### src/rtl/sct_pkg.sv
// Package: constants and types shared by the countdown task scheduler.
package sct_pkg;
  localparam int TaskSlots = 8;
  localparam int SlotW = $clog2(TaskSlots);
  localparam int LinkW = SlotW + 1;
  localparam int CntW = $clog2(TaskSlots + 1);
  localparam logic [LinkW-1:0] NilLink = LinkW'(TaskSlots);

  localparam logic CmdAdd = 1'b0;
  localparam logic CmdProc = 1'b1;

  typedef struct packed {
    logic [15:0] a;
    logic [15:0] b;
  } cmp_in_t;

  typedef struct packed {
    logic        lt;
    logic        le;
    logic        gt;
    logic [15:0] sat_sub;
  } cmp_out_t;
endpackage

### src/rtl/sct_alu.sv
// Shared compare and saturating subtract unit.
module sct_alu
  import sct_pkg::*;
(
  input  cmp_in_t  op_i,
  output cmp_out_t res_o
);
  assign res_o.lt = op_i.a < op_i.b;
  assign res_o.le = op_i.a <= op_i.b;
  assign res_o.gt = op_i.a > op_i.b;
  assign res_o.sat_sub = (op_i.b > op_i.a) ? 16'd0 : (op_i.a - op_i.b);
endmodule

### src/rtl/sorted_countdown_task_scheduler.sv
// Top level: task slot pool, ordered queue walker and sequencer.
//  channel | ports                                                | dir
//  command | start, cmd_i, callback_id_i, period_i,               | in
//          | min_service_time_i, delay_i, elapsed_ticks_i         |
//  result  | busy, done_o, status_o, fired_o, fired_callback_id_o | out
// An add or a process walks the queue one node per cycle through the
// shared compare/subtract unit.
// Reset empties the queue and refills the free stack at once.
// Results show for one cycle on done_o; the receiver cannot stall.
module sorted_countdown_task_scheduler
  import sct_pkg::*;
(
  input  logic        clk_i,
  input  logic        rst_ni,
  input  logic        start,
  output logic        busy,
  input  logic        cmd_i,
  input  logic [7:0]  callback_id_i,
  input  logic [15:0] period_i,
  input  logic [15:0] min_service_time_i,
  input  logic [15:0] delay_i,
  input  logic [15:0] elapsed_ticks_i,
  output logic        done_o,
  output logic        status_o,
  output logic        fired_o,
  output logic [7:0]  fired_callback_id_o
);
  typedef enum logic [6:0] {
    S_IDLE  = 7'b0000001,
    S_AHEAD = 7'b0000010,
    S_AWALK = 7'b0000100,
    S_DEC   = 7'b0001000,
    S_FIRE  = 7'b0010000,
    S_RWALK = 7'b0100000,
    S_DONE  = 7'b1000000
  } state_e;

  state_e state_q, state_d;

  logic [15:0] timer_q [TaskSlots];
  logic [15:0] period_q [TaskSlots];
  logic [7:0]  action_q [TaskSlots];
  logic        recur_q [TaskSlots];
  logic [LinkW-1:0] link_q [TaskSlots];
  logic [SlotW-1:0] fstack_q [TaskSlots];
  logic [LinkW-1:0] first_q;
  logic [CntW-1:0]  fcount_q;

  logic [15:0] mst_q, dly_q, elp_q;
  logic [SlotW-1:0] new_q;
  logic [LinkW-1:0] cur_q;
  logic [SlotW-1:0] prev_q;
  logic [CntW-1:0]  guard_q;
  logic status_q, fired_q;
  logic [7:0] fid_q;

  cmp_in_t  cin;
  cmp_out_t cres;

  sct_alu u_alu (.op_i(cin), .res_o(cres));

  logic [SlotW-1:0] cur_s, first_s, nx_s;
  logic [LinkW-1:0] nx;
  logic cur_ok, nx_ok;
  assign cur_s   = cur_q[SlotW-1:0];
  assign cur_ok  = (cur_q < NilLink);
  assign first_s = first_q[SlotW-1:0];
  assign nx      = link_q[prev_q];
  assign nx_ok   = (nx < NilLink);
  assign nx_s    = nx[SlotW-1:0];

  always_comb begin
    cin.a = timer_q[nx_s];
    cin.b = mst_q;
    case (state_q)
      S_AHEAD: begin
        cin.a = timer_q[first_s];
        cin.b = mst_q;
      end
      S_AWALK: begin
        cin.a = timer_q[nx_s];
        cin.b = mst_q;
      end
      S_DEC: begin
        cin.a = timer_q[cur_s];
        cin.b = elp_q;
      end
      S_RWALK: begin
        cin.a = timer_q[nx_s];
        cin.b = timer_q[first_s];
      end
      default: ;
    endcase
  end

  logic a_head_more, a_walk_go;
  assign a_head_more = cres.gt && (timer_q[first_s] > dly_q);
  assign a_walk_go = nx_ok && cres.lt && ((dly_q == 16'd0) || (timer_q[nx_s] <= dly_q));

  assign busy = (state_q != S_IDLE);
  assign done_o = (state_q == S_DONE);
  assign status_o = status_q;
  assign fired_o = fired_q;
  assign fired_callback_id_o = fid_q;

  always_comb begin
    state_d = state_q;
    case (state_q)
      S_IDLE:  if (start) begin
        if (cmd_i == CmdProc) begin
          state_d = S_DEC;
        end else if (fcount_q == '0) begin
          state_d = S_DONE;
        end else begin
          state_d = S_AHEAD;
        end
      end
      S_AHEAD: state_d = (first_q >= NilLink || a_head_more) ? S_DONE : S_AWALK;
      S_AWALK: if (!a_walk_go || guard_q == CntW'(TaskSlots - 1)) state_d = S_DONE;
      S_DEC:   if (!cur_ok || elp_q == 16'd0 || guard_q == CntW'(TaskSlots - 1)) begin
        state_d = S_FIRE;
      end
      S_FIRE:  state_d = (first_q < NilLink && timer_q[first_s] == 16'd0 &&
                          recur_q[first_s]) ? S_RWALK : S_DONE;
      S_RWALK: if (!(nx_ok && cres.le) || guard_q == CntW'(TaskSlots - 1)) state_d = S_DONE;
      S_DONE:  state_d = S_IDLE;
      default: state_d = S_IDLE;
    endcase
  end

  always_ff @(posedge clk_i or negedge rst_ni) begin
    if (!rst_ni) begin
      state_q  <= S_IDLE;
      first_q  <= NilLink;
      fcount_q <= CntW'(TaskSlots);
      for (int i = 0; i < TaskSlots; i++) fstack_q[i] <= SlotW'(i);
      status_q <= 1'b0;
      fired_q  <= 1'b0;
      fid_q    <= '0;
      guard_q  <= '0;
    end else begin
      state_q <= state_d;
      case (state_q)
        S_IDLE: if (start) begin
          status_q <= (cmd_i == CmdAdd) && (fcount_q == '0);
          fired_q  <= 1'b0;
          fid_q    <= '0;
          guard_q  <= '0;
          mst_q    <= min_service_time_i;
          dly_q    <= delay_i;
          elp_q    <= elapsed_ticks_i;
          cur_q    <= first_q;
          if (cmd_i == CmdAdd) begin
            if (fcount_q != '0) begin
              new_q <= fstack_q[SlotW'(CntW'(TaskSlots) - fcount_q)];
              fcount_q <= fcount_q - 1'b1;
              recur_q[fstack_q[SlotW'(CntW'(TaskSlots) - fcount_q)]] <= (period_i != 16'd0);
              action_q[fstack_q[SlotW'(CntW'(TaskSlots) - fcount_q)]] <= callback_id_i;
              period_q[fstack_q[SlotW'(CntW'(TaskSlots) - fcount_q)]] <= period_i;
              timer_q[fstack_q[SlotW'(CntW'(TaskSlots) - fcount_q)]] <= delay_i;
            end
          end
        end
        S_AHEAD: begin
          prev_q <= first_s;
          if (first_q >= NilLink || a_head_more) begin
            link_q[new_q] <= first_q;
            first_q <= LinkW'(new_q);
          end
        end
        S_AWALK: begin
          if (!a_walk_go || guard_q == CntW'(TaskSlots - 1)) begin
            link_q[new_q]  <= nx;
            link_q[prev_q] <= LinkW'(new_q);
          end else begin
            prev_q  <= nx_s;
            guard_q <= guard_q + 1'b1;
          end
        end
        S_DEC: begin
          if (cur_ok && elp_q != 16'd0) begin
            timer_q[cur_s] <= cres.sat_sub;
            cur_q <= link_q[cur_s];
          end
          guard_q <= guard_q + 1'b1;
        end
        S_FIRE: begin
          guard_q <= '0;
          prev_q  <= first_s;
          if (first_q < NilLink && timer_q[first_s] == 16'd0) begin
            fired_q <= 1'b1;
            fid_q   <= action_q[first_s];
            if (recur_q[first_s]) begin
              timer_q[first_s] <= period_q[first_s];
            end else begin
              if (fcount_q < CntW'(TaskSlots)) begin
                fcount_q <= fcount_q + 1'b1;
                fstack_q[SlotW'(CntW'(TaskSlots) - fcount_q - 1'b1)] <= first_s;
              end
              first_q <= link_q[first_s];
            end
          end
        end
        S_RWALK: begin
          if (!(nx_ok && cres.le) || guard_q == CntW'(TaskSlots - 1)) begin
            if (prev_q != first_s) begin
              first_q <= link_q[first_s];
              link_q[first_s] <= nx;
              link_q[prev_q] <= first_q;
            end
          end else begin
            prev_q  <= nx_s;
            guard_q <= guard_q + 1'b1;
          end
        end
        default: ;
      endcase
    end
  end

`ifndef SYNTH
  a_done_one: assert property (@(posedge clk_i) disable iff (!rst_ni)
    done_o |=> !done_o) else $error("done held");
  a_full_status: assert property (@(posedge clk_i) disable iff (!rst_ni)
    done_o && status_o |-> !fired_o) else $error("status with fire");
  a_count: assert property (@(posedge clk_i) disable iff (!rst_ni)
    fcount_q <= CntW'(TaskSlots)) else $error("free count range");
  a_nofire_id: assert property (@(posedge clk_i) disable iff (!rst_ni)
    done_o && !fired_o |-> fired_callback_id_o == 8'd0) else $error("stray id");
`endif
endmodule
### config.mk
export PLATFORM = sky130hd
export DESIGN_NAME = sorted_countdown_task_scheduler
export DESIGN_NICKNAME = d
export VERILOG_FILES = /design/src/rtl/sct_pkg.sv /design/src/rtl/sct_alu.sv /design/src/rtl/sorted_countdown_task_scheduler.sv
export SDC_FILE = /design/constraint.sdc
export NUM_CORES = 1
export LEC_CHECK = 0
export BUFFER_PORTS_ARGS = -buffer_cell sky130_fd_sc_hd__buf_2
export CORE_MARGIN = 4
export CORE_UTILIZATION = 31
export DETAILED_ROUTE_END_ITERATION = 8
export SLEW_MARGIN = 20
export SYNTH_ARGS = -nofsm -noshare
export SYNTH_HDL_FRONTEND = slang
export SYNTH_HIERARCHICAL = 1
export SYNTH_SLANG_ARGS = --single-unit
### constraint.sdc
create_clock -name clk_i -period 7.6 [get_ports clk_i]
set_input_delay 0.76 -clock clk_i [delete_from_list [all_inputs] [get_ports clk_i]]
set_output_delay 0.76 -clock clk_i [all_outputs]
set_load 0.01 [all_outputs]
## Word-level counts from Yosys, hierarchy flattened

Memories as Yosys holds them, arrays and structs flattened. A register that Yosys moved wholly into a read port is not among the register bits.
Cells that the tools add are included.

- Memory bits (writable): 360
- Word-level logic and storage cells: 209
- Input bits: 76
- Register bits: 111
- Memories: 5
- Output and inout port bits: 12

Memory list:

| memory | words | width | rd ports | clocked after memory_dff | write ports | RTL line | text |
|---|---|---|---|---|---|---|---|
| period_q | 8 | 16 | 1 | 0 | 1 | sorted_countdown_task_scheduler.sv:41 | `logic [15:0] period_q [TaskSlots];` |
| timer_q | 8 | 16 | 3 | 1 | 1 | sorted_countdown_task_scheduler.sv:40 | `logic [15:0] timer_q [TaskSlots];` |
| action_q | 8 | 8 | 1 | 0 | 1 | sorted_countdown_task_scheduler.sv:42 | `logic [7:0] action_q [TaskSlots];` |
| link_q | 8 | 4 | 3 | 2 | 2 | sorted_countdown_task_scheduler.sv:44 | `logic [LinkW-1:0] link_q [TaskSlots];` |
| recur_q | 8 | 1 | 1 | 0 | 1 | sorted_countdown_task_scheduler.sv:43 | `logic recur_q [TaskSlots];` |

- Equal/unequal tests: 24
- $add $sub $neg: 6
- $lt $le $gt $ge: 14
- Bitwise logic cells: 6
- Reductions and logical operators: 51
- Mux-type cells: 82

Operator list:

| kind | count |
|---|---|
| case mux 32 bit (3 select lines) | 1 |
| 2-to-1 mux 4 bit | 19 |
| 2-to-1 mux 7 bit | 8 |
| > comparator 16 bit | 3 |
| zero test 16 bit | 3 |
| 2-to-1 mux 16 bit | 3 |
| case mux 7 bit (6 select lines) | 1 |
| 2-to-1 mux 3 bit | 11 |
| less-or-equal comparator 16 bit | 2 |
| nonzero test 16 bit | 2 |
| OR reduction 16 bit | 2 |
| inequality test 2 bit, second input constant | 14 |
| 2-to-1 mux 1 bit | 27 |
| bitwise mux 24 bit | 1 |
| case mux 4 bit (5 select lines) | 1 |
| AND reduction 4 bit | 5 |
| < comparator 16 bit | 1 |
| < comparator 4 bit, second input constant | 4 |
| 2-to-1 mux 8 bit | 2 |
| case mux 4 bit (2 select lines) | 2 |
| case mux 8 bit (2 select lines) | 1 |
| subtractor 16 bit | 1 |
| logical AND 1 bit | 15 |
| greater-or-equal comparator 4 bit, second input constant | 3 |
| 37 further kinds | 51 |

## Logic depth before layout (Yosys ltp)

- Depth after elaboration: 13
- Depth in mapped cells: 25

## Hierarchy

The synthesis kept the hierarchy.

Modules (own cells, without submodules):

| module | area an instance (um^2) | instances | sequential area each (um^2) | cells each |
|---|---|---|---|---|
| sorted_countdown_task_scheduler | 24293.3 | 1 | 14017.2 | 1694 |
| sct_alu | 1064.8 | 1 | 0.0 | 159 |

## Least setup slack after synthesis

No wires, ideal clock.

- Path kind: register to register
- From: register with a tool-made name
- To: memory link_q[0][0] (netlist name), enable pin
- Library setup time: 374 ps
- Path buffers: 4
- Stages on the path, launching flop included: 23
- Data arrival time: 5917 ps
- Path slack: 1309 ps
- Required time: 7226 ps
- Cell sequence: dfxtp_1 -> buf_2 -> mux4_2 -> mux2_2 -> buf_2 -> buf_2 -> nor3_1 -> a222oi_1 -> a222oi_1 -> inv_1 -> ha_1 -> fa_1 -> nand2b_1 -> a21oi_2 -> a21oi_2 -> o31a_4 -> or2_2 -> and2_1 -> a211o_1 -> buf_2 -> nor2_2 -> mux2_2 -> o32ai_1

RTL lines:

| what | RTL line |
|---|---|
| to (decl) | sorted_countdown_task_scheduler.sv:44 |

==> flow_summary.ini <==
[logic_synthesis]
synth_warnings = 6
synth_seq_cells = 477
netlist_instances = 1853
yosys.area.top_type = edfxtp_1
synth.area.top_cells = edfxtp_1 49%, mux4_2 13%, mux2i_1 5.7%
syn_nets = 1985
netlist_area_mm2 = 0.0254
syn_avg_cell_area_um2 = 13.7
synth_top_area_share_pct = 49.5
synth_seq_area_share_pct = 55.3
ys.flop_type = edfxtp_1
synth_edf_count = 418
yosysUniqueCellTypes = 90
synth_async_sr_flop_share_pct = 11.1

[cts]
clk_pin_slew_ns = 0.07
cts_hold_buf = 0
cts_tree = done
cts.repair.resized = 0
clk_path_buf_depth = 3
htreeDepth = 2
cts_setup_buffers = 0
clk_latency_ns = 0.63
cts_root_buffer = clkbuf_16
cts.sinks = 477
numCtsBuffers = 50

[floorplan]
fp.dieH_um = 294
die-area_mm2 = 0.0864
die_w_um = 294
rows = 104
ios = 88
core_mm2 = 0.0808
initial_core_util_pct = 31.4

[drt]
vias_per_cell = 5.77
routedWlPerCell_um = 25.0
wl_met1_mm = 32.4
wl_met3_mm = 7.35
drtIter0Drc = 1905
remaining_drc_errors = 0
ant_nets = 0
vias = 17500
wl_met2_mm = 34.4
dr.max_layer_used = met5
drt_wl_total_mm = 75.9
dr.pass1.iters = 5

[run_status]
status = completed

[global_routing]
grt_start_max_net_pins = 58
grt_use_total_pct = 17.2
grt_first_pass_wirelength_mm = 113
antenna_found_initial = 7
grt_pass1_vias = 17200
gr-total-overflow = 0

[timing]
worst_slack_ns = 0.653
rsz0062_at_grt = no
finalCritPeriodShare_pct = 91.4
hold_viol = 0
worstMarginPinSlew_ns = 1.03
setup_tns_ns = 0
setup_viol = 0
drv_slew = 0
skew_ns = 0.0322
finalCriticalPeriod_ns = 6.95
relSlewSlack_pct = 30.9
timing.fmax_mhz = 144

[worst_setup_path]
endpoint = link_q[7][1]
slowest_delay_ns = 0.70
worstRegToRegCells = 20
r2r-end = link_q[7][1]
path_buf_inv = 3
worst_setup_path_start_kind = flop
path_max_fanout = 18
crit_chain = mux4_2, mux2_2, nor3_1, buf_4, a222oi_1, a222oi_1, inv_1, ha_1, fa_1, nand2b_1, a21oi_2, a21oi_2, o31a_4, or2_2, and2_1, a211o_1, nor2_2, buf_4, mux2i_1, o32ai_1
slowest_stage = o32ai_1
rrSetupSlack_ns = 0.65
critical_path_required_ns = 7.85
crit_type = reg -> reg
path_delay_family = compound AO/OA/AOI/OAI gates
cp.arrival_ns = 7.20
end_kind = flop
cp_num_cells = 20

[power]
p_leak_nw = 10.2
p_per_area_mw_per_mm2 = 336
finalPower_mw = 9.64
peakVddDrop_mv = 0.179
p_int_mw = 5.95
p_switching_mw = 3.69
p_clk_share_pct = 24.7
switching_share_pct = 38.3
power_frac_comb_pct = 41.2
seqPwrFrac_pct = 34.1

[hold_path]
hold_class = in -> async

[placed_design]
hpwl_mm = 51.9
port_buffers = 87
gp_congestion = 0.939
dp_slack_ns = 0.802

[layout]
final.fill_count = 7652
final_common_cell = edfxtp_1
drive_gt1_share_pct = 23.7
mostFrequentLayoutCells = 418 x edfxtp_1, 143 x mux4_2, 140 x mux2i_1
syn2layout_area_growth_pct = 13.3
num-nets-final = 2064

[job]
cap_viol_max_count = 0
-- registers in the layout, indices dropped and copies added (netlist names), 7 cells and up, named ones only --
| name | cells |
|---|---|
| action_q | 64 |
| dly_q | 16 |
| elp_q | 16 |
| fired_callback_id_o | 8 |
| fstack_q | 24 |
| link_q | 32 |
| mst_q | 16 |
| period_q | 128 |
| recur_q | 8 |
| state_q | 7 |
| timer_q | 128 |
-- worst min path at each step --
stage	start	to	cells past startpoint
global placement	fstack_q[7]	fstack_q[7]	1
finish	rst_ni	fcount_q[1]	1
global route	rst_ni	fcount_q[1]	1
floorplan	rst_ni	fcount_q[0]	0
CTS	rst_ni	fcount_q[2]	1
detailed placement	fstack_q[3]	fstack_q[3]	1
-- worst reg2reg max path: cells and delay by family, from the launching register on --
kind            cells  cell delay [ns]
mux                 3             1.29
compound gates      7             2.34
buf+inv             3             0.65
flops               1             0.62
simple gates        5             1.09
fa+ha+maj           2             0.60
-- through the flow --
step / hold WS, ns / util [%] / area [µm²] / std cells
2_1_floorplan: 0.464 / - / 25400 / 1853
3_3_place_gp: 0.485 / 33.5 / 27100 / 2940
3_5_place_dp: 0.491 / 33.6 / 27100 / 2940
4_1_cts: 0.141 / 35.5 / 28700 / 3034
5_1_grt: 0.172 / 35.5 / 28700 / 3034
6_report: 0.170 / 35.5 / 28700 / 3037
-- power by group through the flow --
stage	sequential [mW]	clock [mW]	combinational, mW
CTS	3.29	2.44	3.92
finish	3.29	2.38	3.97
detailed placement	3.34	0	3.91
global placement	3.34	0	3.85
global route	3.31	2.55	4.29
floorplan	3.12	0	2.96
-- logic make-up after synthesis --
kind of cell,count (synthesis),share of synthesized area [%]
flip-flops,477,55.3
AO/OA/AOI/OAI,393,9.99
AND/OR/NAND/NOR,388,8.00
multiplexers,326,20.2
buffers and inverters,202,3.34
adder cells (fa/ha/maj),56,2.82
XOR/XNOR,11,0.380
-- synthesized netlist by cell type, drive strengths merged (7+ instances only) --
library cell  count
o21a             13
nand2b            7
inv              82
clkbuf           77
o32ai             8
dfrtp            38
nand2           105
ha               54
nor3             59
o21ai           101
mux2             37
buf              41
mux4            144
nor3b             9
a21oi            93
dfstp            15
nor4             22
a21o              8
o22a              8
nand4            16
a22oi            43
mux2i           145
nand4b            7
a31oi            18
a211oi           12
edfxtp          418
nor2             77
and3             12
or3               9
xor2              8
o211ai            7
nand3            27
o22ai            37
-- final cells by class --
class	instances	area, µm²	share of cell area [%]
flip-flops and latches	477	14000	48.8
multi-input cells	1174	10600	36.8
well taps	1060	1330	4.62
clock buffers	59	1310	4.54
repair buffers	145	873	3.04
inverters	84	315	1.10
clock inverters	35	292	1.02
diodes	3	7.51	0.0261
-- routing by layer --
metal,up-vias,global-route usage [%]
met3,123,3.95
met1,8838,24.8
li1,7560,-
met5,-,0
met4,6,4.03
met2,984,26.4
No activity file was read; power rests on OpenSTA's default activity.
